[src/design/mte_pkg.sv]
`timescale 1ns / 1ps

package mte_pkg;

	localparam int TICK_W    = 28;
	localparam int NOTE_W    = 7;
	localparam int BPM_W     = 16;
	localparam int BYTE_W    = 8;
	localparam int LEN_W     = 32;
	localparam int DIV_W     = 26;
	localparam int QUO_W     = 24;
	localparam int GRP_W     = 7;
	localparam int CNT_W     = 3;
	localparam int DIVCNT_W  = 5;

	localparam logic [DIV_W-1:0]  TEMPO_DIVIDEND = DIV_W'(60000000);
	localparam logic [BPM_W-1:0]  BPM_MIN        = BPM_W'(4);
	localparam logic [QUO_W-1:0]  QUO_SAT        = 24'hFF_FFFF;
	localparam logic [LEN_W-1:0]  TOTAL_RESET    = LEN_W'(4);
	localparam logic [DIVCNT_W-1:0] DIV_STEPS    = DIVCNT_W'(DIV_W);

	localparam logic [BYTE_W-1:0] CODE_NOTE_ON   = 8'h90;
	localparam logic [BYTE_W-1:0] CODE_PROGRAM   = 8'hC0;
	localparam logic [BYTE_W-1:0] CODE_META      = 8'hFF;
	localparam logic [BYTE_W-1:0] CODE_TEMPO     = 8'h51;
	localparam logic [BYTE_W-1:0] CODE_TEMPO_LEN = 8'h03;
	localparam logic [BYTE_W-1:0] CODE_EOT       = 8'h2F;
	localparam logic [BYTE_W-1:0] CODE_ZERO      = 8'h00;

	typedef enum logic [1:0] {
		ACT_NOTE  = 2'd0,
		ACT_TEMPO = 2'd1,
		ACT_PROG  = 2'd2,
		ACT_END   = 2'd3
	} action_t;

	typedef enum logic [2:0] {
		ST_IDLE  = 3'b001,
		ST_DELTA = 3'b010,
		ST_BODY  = 3'b100
	} state_t;

	typedef struct packed {
		logic             load;
		logic             emit;
		logic             body;
		logic [CNT_W-1:0] idx;
		logic             last;
	} cmd_t;

	typedef struct packed {
		logic             out_free;
		logic             div_done;
		logic             in_is_end;
		logic [1:0]       grp_top;
		action_t          action;
	} sts_t;

	function automatic logic [CNT_W-1:0] body_last(input action_t a);
		logic [CNT_W-1:0] r;
		case (a)
			ACT_NOTE:  r = CNT_W'(2);
			ACT_TEMPO: r = CNT_W'(5);
			ACT_PROG:  r = CNT_W'(1);
			ACT_END:   r = CNT_W'(3);
			default:   r = CNT_W'(3);
		endcase
		return r;
	endfunction

endpackage

[src/design/mte_if.sv]
`timescale 1ns / 1ps

interface mte_req_if;
	logic                          valid;
	logic                          ready;
	logic [1:0]                    action;
	logic [mte_pkg::TICK_W-1:0]    tick;
	logic [mte_pkg::NOTE_W-1:0]    note_number;
	logic [mte_pkg::NOTE_W-1:0]    velocity;
	logic [mte_pkg::BPM_W-1:0]     beats_per_minute;
	logic [mte_pkg::NOTE_W-1:0]    program_req;

	modport source (output valid, action, tick, note_number, velocity, beats_per_minute,
		program_req, input ready);
	modport sink (input valid, action, tick, note_number, velocity, beats_per_minute,
		program_req, output ready);
endinterface

interface mte_rsp_if;
	logic                          valid;
	logic                          ready;
	logic [mte_pkg::BYTE_W-1:0]    out_byte;
	logic                          last_byte;
	logic [mte_pkg::LEN_W-1:0]     track_length;

	modport source (output valid, out_byte, last_byte, track_length, input ready);
	modport sink (input valid, out_byte, last_byte, track_length, output ready);
endinterface

[src/design/mte_ctrl.sv]
`timescale 1ns / 1ps

module mte_ctrl (
	input  logic                    clk,
	input  logic                    arst_n,
	input  logic                    in_valid,
	output logic                    in_ready,
	input  mte_pkg::sts_t           sts,
	output mte_pkg::cmd_t           cmd
);

	mte_pkg::state_t             state_q;
	logic [mte_pkg::CNT_W-1:0]   cnt_q;
	logic                        accept;
	logic                        body_wait;
	logic                        body_end;

	assign in_ready  = (state_q == mte_pkg::ST_IDLE);
	assign accept    = in_valid && in_ready;
	assign body_wait = (sts.action == mte_pkg::ACT_TEMPO) && (cnt_q >= mte_pkg::CNT_W'(3))
		&& !sts.div_done;
	assign body_end  = (cnt_q == mte_pkg::body_last(sts.action));

	always_comb begin
		cmd      = '0;
		cmd.load = accept;
		cmd.idx  = cnt_q;
		case (state_q)
			mte_pkg::ST_DELTA: begin
				cmd.emit = sts.out_free;
			end
			mte_pkg::ST_BODY: begin
				cmd.body = 1'b1;
				cmd.emit = sts.out_free && !body_wait;
				cmd.last = body_end;
			end
			default: begin
				cmd.emit = 1'b0;
			end
		endcase
	end

	always_ff @(posedge clk or negedge arst_n) begin
		if (!arst_n) begin
			state_q <= mte_pkg::ST_IDLE;
			cnt_q   <= '0;
		end else begin
			case (state_q)
				mte_pkg::ST_IDLE: begin
					if (accept) begin
						if (sts.in_is_end) begin
							state_q <= mte_pkg::ST_BODY;
							cnt_q   <= '0;
						end else begin
							state_q <= mte_pkg::ST_DELTA;
							cnt_q   <= mte_pkg::CNT_W'(sts.grp_top);
						end
					end
				end
				mte_pkg::ST_DELTA: begin
					if (cmd.emit) begin
						if (cnt_q == '0) begin
							state_q <= mte_pkg::ST_BODY;
						end else begin
							cnt_q <= cnt_q - mte_pkg::CNT_W'(1);
						end
					end
				end
				mte_pkg::ST_BODY: begin
					if (cmd.emit) begin
						if (body_end) begin
							state_q <= mte_pkg::ST_IDLE;
							cnt_q   <= '0;
						end else begin
							cnt_q <= cnt_q + mte_pkg::CNT_W'(1);
						end
					end
				end
				default: begin
					state_q <= mte_pkg::ST_IDLE;
					cnt_q   <= '0;
				end
			endcase
		end
	end

endmodule

[src/design/mte_dp.sv]
`timescale 1ns / 1ps

module mte_dp (
	input  logic                          clk,
	input  logic                          arst_n,
	input  logic [1:0]                    action,
	input  logic [mte_pkg::TICK_W-1:0]    tick,
	input  logic [mte_pkg::NOTE_W-1:0]    note_number,
	input  logic [mte_pkg::NOTE_W-1:0]    velocity,
	input  logic [mte_pkg::BPM_W-1:0]     beats_per_minute,
	input  logic [mte_pkg::NOTE_W-1:0]    program_req,
	input  mte_pkg::cmd_t                 cmd,
	output mte_pkg::sts_t                 sts,
	output logic                          out_valid,
	input  logic                          out_ready,
	output logic [mte_pkg::BYTE_W-1:0]    out_byte,
	output logic                          last_byte,
	output logic [mte_pkg::LEN_W-1:0]     track_length
);

	mte_pkg::action_t                 action_q;
	logic [mte_pkg::TICK_W-1:0]       prev_tick_q;
	logic [mte_pkg::TICK_W-1:0]       delta_q;
	logic [mte_pkg::NOTE_W-1:0]       note_q;
	logic [mte_pkg::NOTE_W-1:0]       vel_q;
	logic [mte_pkg::NOTE_W-1:0]       prog_q;
	logic [mte_pkg::BPM_W-1:0]        bpm_q;
	logic [mte_pkg::LEN_W-1:0]        total_q;

	logic [mte_pkg::BPM_W-1:0]        rem_q;
	logic [mte_pkg::DIV_W-1:0]        quo_q;
	logic [mte_pkg::DIVCNT_W-1:0]     div_cnt_q;

	logic                             out_valid_q;
	logic [mte_pkg::BYTE_W-1:0]       out_byte_q;
	logic                             last_q;
	logic [mte_pkg::LEN_W-1:0]        len_q;

	logic [mte_pkg::TICK_W:0]         diff;
	logic [mte_pkg::TICK_W-1:0]       delta_in;
	logic [1:0]                       grp_top;
	logic [mte_pkg::BPM_W:0]          rem_sh;
	logic [mte_pkg::BPM_W:0]          rem_sub;
	logic [mte_pkg::QUO_W-1:0]        tempo_q;
	logic [mte_pkg::GRP_W-1:0]        grp;
	logic [mte_pkg::BYTE_W-1:0]       delta_byte;
	logic [mte_pkg::BYTE_W-1:0]       body_byte;
	logic                             is_end_last;

	assign diff     = {1'b0, tick} - {1'b0, prev_tick_q};
	assign delta_in = diff[mte_pkg::TICK_W] ? '0 : diff[mte_pkg::TICK_W-1:0];

	always_comb begin
		if (delta_in[27:21] != '0) begin
			grp_top = 2'd3;
		end else if (delta_in[20:14] != '0) begin
			grp_top = 2'd2;
		end else if (delta_in[13:7] != '0) begin
			grp_top = 2'd1;
		end else begin
			grp_top = 2'd0;
		end
	end

	assign sts.grp_top   = grp_top;
	assign sts.out_free  = !out_valid_q || out_ready;
	assign sts.div_done  = (div_cnt_q == '0);
	assign sts.in_is_end = (mte_pkg::action_t'(action) == mte_pkg::ACT_END);
	assign sts.action    = action_q;

	assign rem_sh  = {rem_q, quo_q[mte_pkg::DIV_W-1]};
	assign rem_sub = rem_sh - {1'b0, bpm_q};
	assign tempo_q = (bpm_q < mte_pkg::BPM_MIN) ? mte_pkg::QUO_SAT
		: quo_q[mte_pkg::QUO_W-1:0];

	always_comb begin
		case (cmd.idx[1:0])
			2'd0:    grp = delta_q[6:0];
			2'd1:    grp = delta_q[13:7];
			2'd2:    grp = delta_q[20:14];
			2'd3:    grp = delta_q[27:21];
			default: grp = delta_q[6:0];
		endcase
		delta_byte = {(cmd.idx != '0), grp};
	end

	always_comb begin
		body_byte = mte_pkg::CODE_ZERO;
		case (action_q)
			mte_pkg::ACT_NOTE: begin
				case (cmd.idx)
					3'd0:    body_byte = mte_pkg::CODE_NOTE_ON;
					3'd1:    body_byte = {1'b0, note_q};
					default: body_byte = {1'b0, vel_q};
				endcase
			end
			mte_pkg::ACT_TEMPO: begin
				case (cmd.idx)
					3'd0:    body_byte = mte_pkg::CODE_META;
					3'd1:    body_byte = mte_pkg::CODE_TEMPO;
					3'd2:    body_byte = mte_pkg::CODE_TEMPO_LEN;
					3'd3:    body_byte = tempo_q[23:16];
					3'd4:    body_byte = tempo_q[15:8];
					default: body_byte = tempo_q[7:0];
				endcase
			end
			mte_pkg::ACT_PROG: begin
				case (cmd.idx)
					3'd0:    body_byte = mte_pkg::CODE_PROGRAM;
					default: body_byte = {1'b0, prog_q};
				endcase
			end
			default: begin
				case (cmd.idx)
					3'd1:    body_byte = mte_pkg::CODE_META;
					3'd2:    body_byte = mte_pkg::CODE_EOT;
					default: body_byte = mte_pkg::CODE_ZERO;
				endcase
			end
		endcase
	end

	assign is_end_last = cmd.body && cmd.last && (action_q == mte_pkg::ACT_END);

	always_ff @(posedge clk) begin
		if (cmd.load) begin
			delta_q <= delta_in;
			note_q  <= note_number;
			vel_q   <= velocity;
			prog_q  <= program_req;
			bpm_q   <= beats_per_minute;
		end
		if (cmd.load) begin
			rem_q <= '0;
			quo_q <= mte_pkg::TEMPO_DIVIDEND;
		end else if (div_cnt_q != '0) begin
			if (!rem_sub[mte_pkg::BPM_W]) begin
				rem_q <= rem_sub[mte_pkg::BPM_W-1:0];
			end else begin
				rem_q <= rem_sh[mte_pkg::BPM_W-1:0];
			end
			quo_q <= {quo_q[mte_pkg::DIV_W-2:0], !rem_sub[mte_pkg::BPM_W]};
		end
		if (cmd.emit) begin
			out_byte_q <= cmd.body ? body_byte : delta_byte;
			last_q     <= cmd.last;
			len_q      <= is_end_last ? total_q : '0;
		end
	end

	always_ff @(posedge clk or negedge arst_n) begin
		if (!arst_n) begin
			action_q    <= mte_pkg::ACT_NOTE;
			prev_tick_q <= '0;
			total_q     <= mte_pkg::TOTAL_RESET;
			div_cnt_q   <= '0;
			out_valid_q <= 1'b0;
		end else begin
			if (cmd.load) begin
				action_q  <= mte_pkg::action_t'(action);
				div_cnt_q <= mte_pkg::DIV_STEPS;
				if (action != mte_pkg::ACT_END) begin
					prev_tick_q <= tick;
				end
			end else if (div_cnt_q != '0) begin
				div_cnt_q <= div_cnt_q - mte_pkg::DIVCNT_W'(1);
			end
			if (cmd.emit) begin
				if (is_end_last) begin
					total_q     <= mte_pkg::TOTAL_RESET;
					prev_tick_q <= '0;
				end else if (action_q != mte_pkg::ACT_END) begin
					total_q <= total_q + mte_pkg::LEN_W'(1);
				end
			end
			if (cmd.emit) begin
				out_valid_q <= 1'b1;
			end else if (out_ready) begin
				out_valid_q <= 1'b0;
			end
		end
	end

	assign out_valid    = out_valid_q;
	assign out_byte     = out_byte_q;
	assign last_byte    = last_q;
	assign track_length = len_q;

endmodule

[src/design/midi_track_event_encoder.sv]
// A taken request is registered, then each track byte leaves through the output register, one
// byte a cycle while the output is not held off and, for tempo value bytes, the divider is done.
// Requests: one at a time; a tempo request's value bytes wait for the 26-step bit-serial
// divider for 60000000/bpm. Reset: arst_n clears the previous tick to 0, the byte total to 4
// and empties the output register; no clearing pass is needed.
`timescale 1ns / 1ps

module midi_track_event_encoder (
	input  logic      clk,
	input  logic      arst_n,
	mte_req_if.sink   req,
	mte_rsp_if.source rsp
);

	mte_pkg::cmd_t cmd;
	mte_pkg::sts_t sts;

	mte_ctrl u_ctrl (
		.clk      (clk),
		.arst_n   (arst_n),
		.in_valid (req.valid),
		.in_ready (req.ready),
		.sts      (sts),
		.cmd      (cmd)
	);

	mte_dp u_dp (
		.clk              (clk),
		.arst_n           (arst_n),
		.action           (req.action),
		.tick             (req.tick),
		.note_number      (req.note_number),
		.velocity         (req.velocity),
		.beats_per_minute (req.beats_per_minute),
		.program_req      (req.program_req),
		.cmd              (cmd),
		.sts              (sts),
		.out_valid        (rsp.valid),
		.out_ready        (rsp.ready),
		.out_byte         (rsp.out_byte),
		.last_byte        (rsp.last_byte),
		.track_length     (rsp.track_length)
	);

endmodule
[src/flat_wrapper.sv]
// flat-port wrapper written by rule: the top's interface ports become plain ports
module midi_track_event_encoder_flat 
  (clk, arst_n, req_valid, req_action, req_tick, req_note_number, req_velocity, req_beats_per_minute, req_program_req, req_ready, rsp_valid, rsp_out_byte, rsp_last_byte, rsp_track_length, rsp_ready);
  mte_req_if req_i ();
  mte_rsp_if rsp_i ();
  input  logic clk;
  input  logic arst_n;
  input wire logic [$bits(req_i.valid)-1:0] req_valid;
  input wire logic [$bits(req_i.action)-1:0] req_action;
  input wire logic [$bits(req_i.tick)-1:0] req_tick;
  input wire logic [$bits(req_i.note_number)-1:0] req_note_number;
  input wire logic [$bits(req_i.velocity)-1:0] req_velocity;
  input wire logic [$bits(req_i.beats_per_minute)-1:0] req_beats_per_minute;
  input wire logic [$bits(req_i.program_req)-1:0] req_program_req;
  output wire logic [$bits(req_i.ready)-1:0] req_ready;
  output wire logic [$bits(rsp_i.valid)-1:0] rsp_valid;
  output wire logic [$bits(rsp_i.out_byte)-1:0] rsp_out_byte;
  output wire logic [$bits(rsp_i.last_byte)-1:0] rsp_last_byte;
  output wire logic [$bits(rsp_i.track_length)-1:0] rsp_track_length;
  input wire logic [$bits(rsp_i.ready)-1:0] rsp_ready;
  assign req_i.valid = req_valid;
  assign req_i.action = req_action;
  assign req_i.tick = req_tick;
  assign req_i.note_number = req_note_number;
  assign req_i.velocity = req_velocity;
  assign req_i.beats_per_minute = req_beats_per_minute;
  assign req_i.program_req = req_program_req;
  assign req_ready = req_i.ready;
  assign rsp_valid = rsp_i.valid;
  assign rsp_out_byte = rsp_i.out_byte;
  assign rsp_last_byte = rsp_i.last_byte;
  assign rsp_track_length = rsp_i.track_length;
  assign rsp_i.ready = rsp_ready;
  midi_track_event_encoder u_core (.clk(clk), .arst_n(arst_n), .req(req_i), .rsp(rsp_i));
endmodule
[config.mk]
export PLATFORM = sky130hd
export DESIGN_NAME = midi_track_event_encoder_flat
export DESIGN_NICKNAME = d
export VERILOG_FILES = /design/src/design/mte_pkg.sv /design/src/design/mte_if.sv /design/src/design/mte_ctrl.sv /design/src/design/mte_dp.sv /design/src/design/midi_track_event_encoder.sv /design/src/flat_wrapper.sv
export SDC_FILE = /design/constraint.sdc
export NUM_CORES = 1
export LEC_CHECK = 0
export BUFFER_PORTS_ARGS = -buffer_cell sky130_fd_sc_hd__buf_4
export CORE_ASPECT_RATIO = 2
export CORE_MARGIN = 5
export CORE_UTILIZATION = 48
export CTS_CLUSTER_DIAMETER = 200
export DETAILED_ROUTE_END_ITERATION = 10
export PLACE_DENSITY = 0.69
export SLEW_MARGIN = 20
export SYNTH_ARGS = -nofsm -noshare
export SYNTH_HDL_FRONTEND = slang
export SYNTH_SLANG_ARGS = --single-unit
export TNS_END_PERCENT = 1
[constraint.sdc]
create_clock -name clk -period 4.05 [get_ports clk]
set_clock_uncertainty 0.2 [all_clocks]
set_input_delay 0.405 -clock clk [delete_from_list [all_inputs] [get_ports clk]]
set_output_delay 0.405 -clock clk [all_outputs]
set_load 0.005 [all_outputs]
==> impl_summary.md <==
STA
The transition time of the tightest slew-check pin is roughly 1000 ps. After layout, the worst path uses 94.9% of the clock period. The number of slew-limit violations in the final report was 0. The setup violation total in the final timing report is 0. The number of failing hold endpoints at the final stage was 0. Setup repair after global routing left no endpoint under its margin.

The time the worst path needs with I/O delays and setup is 3840 ps. The timing-limited maximum frequency is 260 MHz. The relative slew slack is a little under a third. Setup total negative slack on the finished layout was measured at 0 ps.

Power
In this run switching power makes up 38.8% of total power. Internal power comes to ~6600 uW. The maximum VDD drop is 0.000494 V. The static leakage is 0.00640 uW. The share of power burned in combinational logic is a little under half. Power comes to 10800 uW. The share of total power dissipated in the clock network is 19.4%.

The total net switching power is 4190 uW. Registers are responsible for 34.6% of the overall power. For this design the ratio of total power to cell area is 735 mW/mm^2.

Setup path
The signal on the critical path passes through dlygate4sd3_1, buf_4, ha_1, a21o_1, or3_1, o221a_2, or2_1, o31a_1, a31o_1, a31oi_2, buf_12, nand2b_1, o221ai_1. The endpoint type of the worst setup path is a register. The buffers plus inverters on the worst setup path is 3. In this run the worst path has a maximum fanout of 29. The kind of cell with the highest combined delay along the critical path is compound AO/OA/AOI/OAI gates. The maximum single-stage delay on the critical path is 530 ps. Data arrives at the worst endpoint at 4010 ps. The category of the worst setup path launch point is an input port.

The slowest stage of the critical path belongs to the cell dlygate4sd3_1. The data required time at the worst endpoint is 4220 ps. The worst setup path is of the input port to register kind.

Clock tree
The clock slew seen by the registers of the worst setup and hold paths is approximately 60 ps. The number of CTS-inserted buffers is 21. The worst-case clock buffer depth is 3.

In this run, post-CTS repair resized a total of 0 instances. The number of sinks on the clock net is between 200 and 250. The number of setup buffers added after CTS is 0. CTS built an H-tree with a depth of 1. The cell chosen for the clock root is clkbuf_16.

TritonCTS built the clock tree. The post-cts hold buffer count is 68. For the worst-skew pair, the clock arrives at the later sink with an insertion delay of 510 ps.

Placed design
Once placement finished, the instance area stood at approximately 0.013 mm^2. The number of buffers added on ports is roughly 110. The global placement routability congestion is 0.904. Detailed placement ended at an HPWL of ~22 mm.

Yosys
The synthesized design contains approximately 110 enable-type register cells. The total of warnings raised by yosys is 0. A synthesized cell averages 9.65 um^2. Counting flops with an async set or reset pin after synthesis yields a share of 33.3%.

The flip-flop and latch count after synthesis is approximately 220. Synthesis instantiated 80 different standard cells from the library. The sequential area share after synthesis is 48.5%. The netlist area before placement is 0.0121 mm^2. Synthesis produced a netlist with a net count of approximately 1400.

The most common flop cell mapped by yosys is edfxtp_1. Synthesis produced a netlist whose cell count is roughly 1300.

Layout
With fillers left out, the area of the finished cells amounts to ~0.015 mm^2. Of the cells placed in the final design, the portion with a size suffix greater than 1 is 13.2%. From synthesis to final layout, the design area changed by 21.2%.

The sequential cell area is 0.00588 mm^2. The layout has 2191 filler cells. The area of the multi-input gates is 0.00574 mm^2.

The number of diodes is 0. The net count of the finished layout is 1543.

Die
The die is 122 um wide. The placeable core region is between 0.02 and 0.03 mm^2. The die covers 0.0287 mm^2.

The boundary pin count is 114. After floorplanning, the core was divided into 82 placement rows. Once the floorplan was initialized, standard cells occupied ~48% of the core. The vertical die dimension is 235 um.

Run status
The run finished with clean final reports.

Route
The routed wire length is between 30 and 40 mm. For this run, design rule violations remaining after detail routing come to 0. The count of vias placed by the detailed router is 9757. The count of routing violations after the opening detailed-route iteration is 548. After detailed routing, the number of vias per cell comes to 5.53. The wire length per cell after detailed routing is 17.3 um. The total iterations of the first detailed-routing run is 5. The final antenna-violating net count is 0.

Global routing
The number of global-route vias before repair was approximately 10000. After global routing the overflow that remains totals 0. The overall global routing resource usage is 21.3%. The first-pass GRT wire length is ~50 mm. Entering global routing, the biggest net connects 75 pins. The initial antenna violation count came to 0.

Flow run
The count of maximum capacitance violations is 0.

Worst hold path
The min-delay analysis places its worst path in the category input port to register.
per-stage QoR:
step,setup WS [ps],hold WS [ps],cells,util [%]
final,206,49.9,1764,58.7
after global routing,60.0,57.8,1764,58.7
after CTS,222,27.6,1764,58.7
after detailed placement,263,264,1659,53.1
after global placement,378,255,1659,53.1
after floorplan,220,-90.6,1257,-
flip-flops by register name, summed over array words and instances (netlist names), 2 cells and up:
| register | count |
|---|---|
| u_core.u_dp.note_q | 7 |
| u_core.u_dp.prev_tick_q | 28 |
| u_core.u_dp.rem_q | 16 |
| u_core.u_ctrl.cnt_q | 3 |
| u_core.u_dp.out_byte | 8 |
| u_core.u_dp.div_cnt_q | 5 |
| u_core.u_dp.track_length | 32 |
| u_core.u_dp.delta_q | 28 |
| u_core.u_ctrl.state_q | 3 |
| u_core.u_dp.vel_q | 7 |
| u_core.u_dp.total_q | 32 |
| u_core.u_dp.prog_q | 7 |
| u_core.u_dp.quo_q | 26 |
| u_core.u_dp.action_q | 2 |
| u_core.u_dp.bpm_q | 16 |
worst register-to-register path, cell delays in order (launching register included):
cell	delay [ps]
dfrtp_1	360
inv_1	50
ha_1	320
a21o_1	230
or3_1	340
o221a_2	310
or2_1	310
o31a_1	380
a31o_1	280
a31oi_2	260
buf_12	210
nand2b_1	150
o221ai_1	130
path summary, 6_finish.rpt:
path	startpoint	endpoint	slack, ps	depth (start not counted)
worst min register to register	u_core.u_dp.quo_q[5]$_SDFFE_PP0P_	u_core.u_dp.quo_q[5]$_SDFFE_PP0P_	270	2
min in group asynchronous	arst_n	u_core.u_dp.prev_tick_q[5]$_DFF_PN0_	240	2
worst min-delay path	req_valid	u_core.u_dp.div_cnt_q[1]$_DFFE_PN0P_	50	3
worst max register to register	u_core.u_dp.prev_tick_q[4]$_DFF_PN0_	u_core.u_ctrl.cnt_q[1]$_DFFE_PN0P_	380	12
max in group asynchronous	arst_n	u_core.u_dp.total_q[2]$_DFFE_PN1P_	2500	3
worst max-delay path	req_tick[4]	u_core.u_ctrl.cnt_q[1]$_DFFE_PN0P_	210	13
cells in the final DEF, fill, tap and decap left out, drive strengths merged, types with 35 or more instances in the layout:
cell	synthesis	final
a21oi	101	101
nand2	169	169
dfrtp	72	72
buf	10	127
o21ai	71	71
nand3	35	35
dfxtp	42	42
dlygate4sd3	0	68
and3	46	46
edfxtp	106	106
ha	56	56
nor2	93	93
inv	72	72
cell type report:
type                    count  area share, %
clock buffers              24           3.79
flip-flops and latches    222           40.0
inverters                  73           1.87
repair buffers            195           11.3
well taps                 336           2.86
multi-input cells         901           39.1
clock inverters            13           1.12
power by group through the flow:
stage | sequential (uW) | clock [uW] | combinational (uW)
finish | 3740 | 2100 | 4960
CTS | 3740 | 2140 | 4980
global placement | 3760 | 0 | 4780
global route | 3820 | 2230 | 5540
detailed placement | 3780 | 0 | 4880
floorplan | 3650 | 0 | 3660
synth_stat cells (all sizes together) (3+ instances only):
cell type / count / area [um^2]
o211ai: 13 / 111
a222oi: 7 / 70.1
dfrtp: 72 / 1800
nand4: 13 / 81.3
xor2: 32 / 280
o21a: 13 / 97.6
or3: 11 / 68.8
o221a: 3 / 33.8
o21ai: 71 / 355
and4: 5 / 43.8
edfxtp: 106 / 3180
xnor2: 26 / 228
nor3b: 4 / 30.0
o2111ai: 4 / 35.0
a211oi: 8 / 60.1
a31oi: 9 / 62.6
nor2: 93 / 357
clkbuf: 51 / 191
nand3b: 5 / 37.5
nand2: 169 / 634
ha: 56 / 701
o31ai: 4 / 30.0
mux2i: 25 / 250
a31o: 4 / 35.0
o21bai: 4 / 30.0
and3: 46 / 288
nor2b: 14 / 87.6
buf: 10 / 66.3
a21o: 29 / 218
or2: 5 / 31.3
a211o: 4 / 35.0
dfxtp: 42 / 841
o22a: 3 / 26.3
nand3: 35 / 193
nand2b: 10 / 62.6
and2: 8 / 50.1
a21oi: 101 / 505
nor4: 5 / 46.3
inv: 72 / 270
a221oi: 6 / 58.8
a22o: 9 / 78.8
nor3: 18 / 101
routing by layer:
layer,track usage [%],up-vias,share of wire (%)
met5,0,-,0
met4,9.69,0,4.6
met3,1.88,80,2.7
met2,41.9,206,57
met1,21.9,4666,36
li1,-,4805,-
kinds of logic (layout without fill, tap and decap cells):
family,Yosys count,in the layout,share of synthesized area (%)
mux,26,26,2.16
flops,222,222,48.5
compound gates,309,309,16.6
buf+inv,134,305,4.39
simple gates,450,450,18.1
fa+ha+maj,58,58,6.11
xor+xnor,58,58,4.19
(Power assumes the default switching activity.)
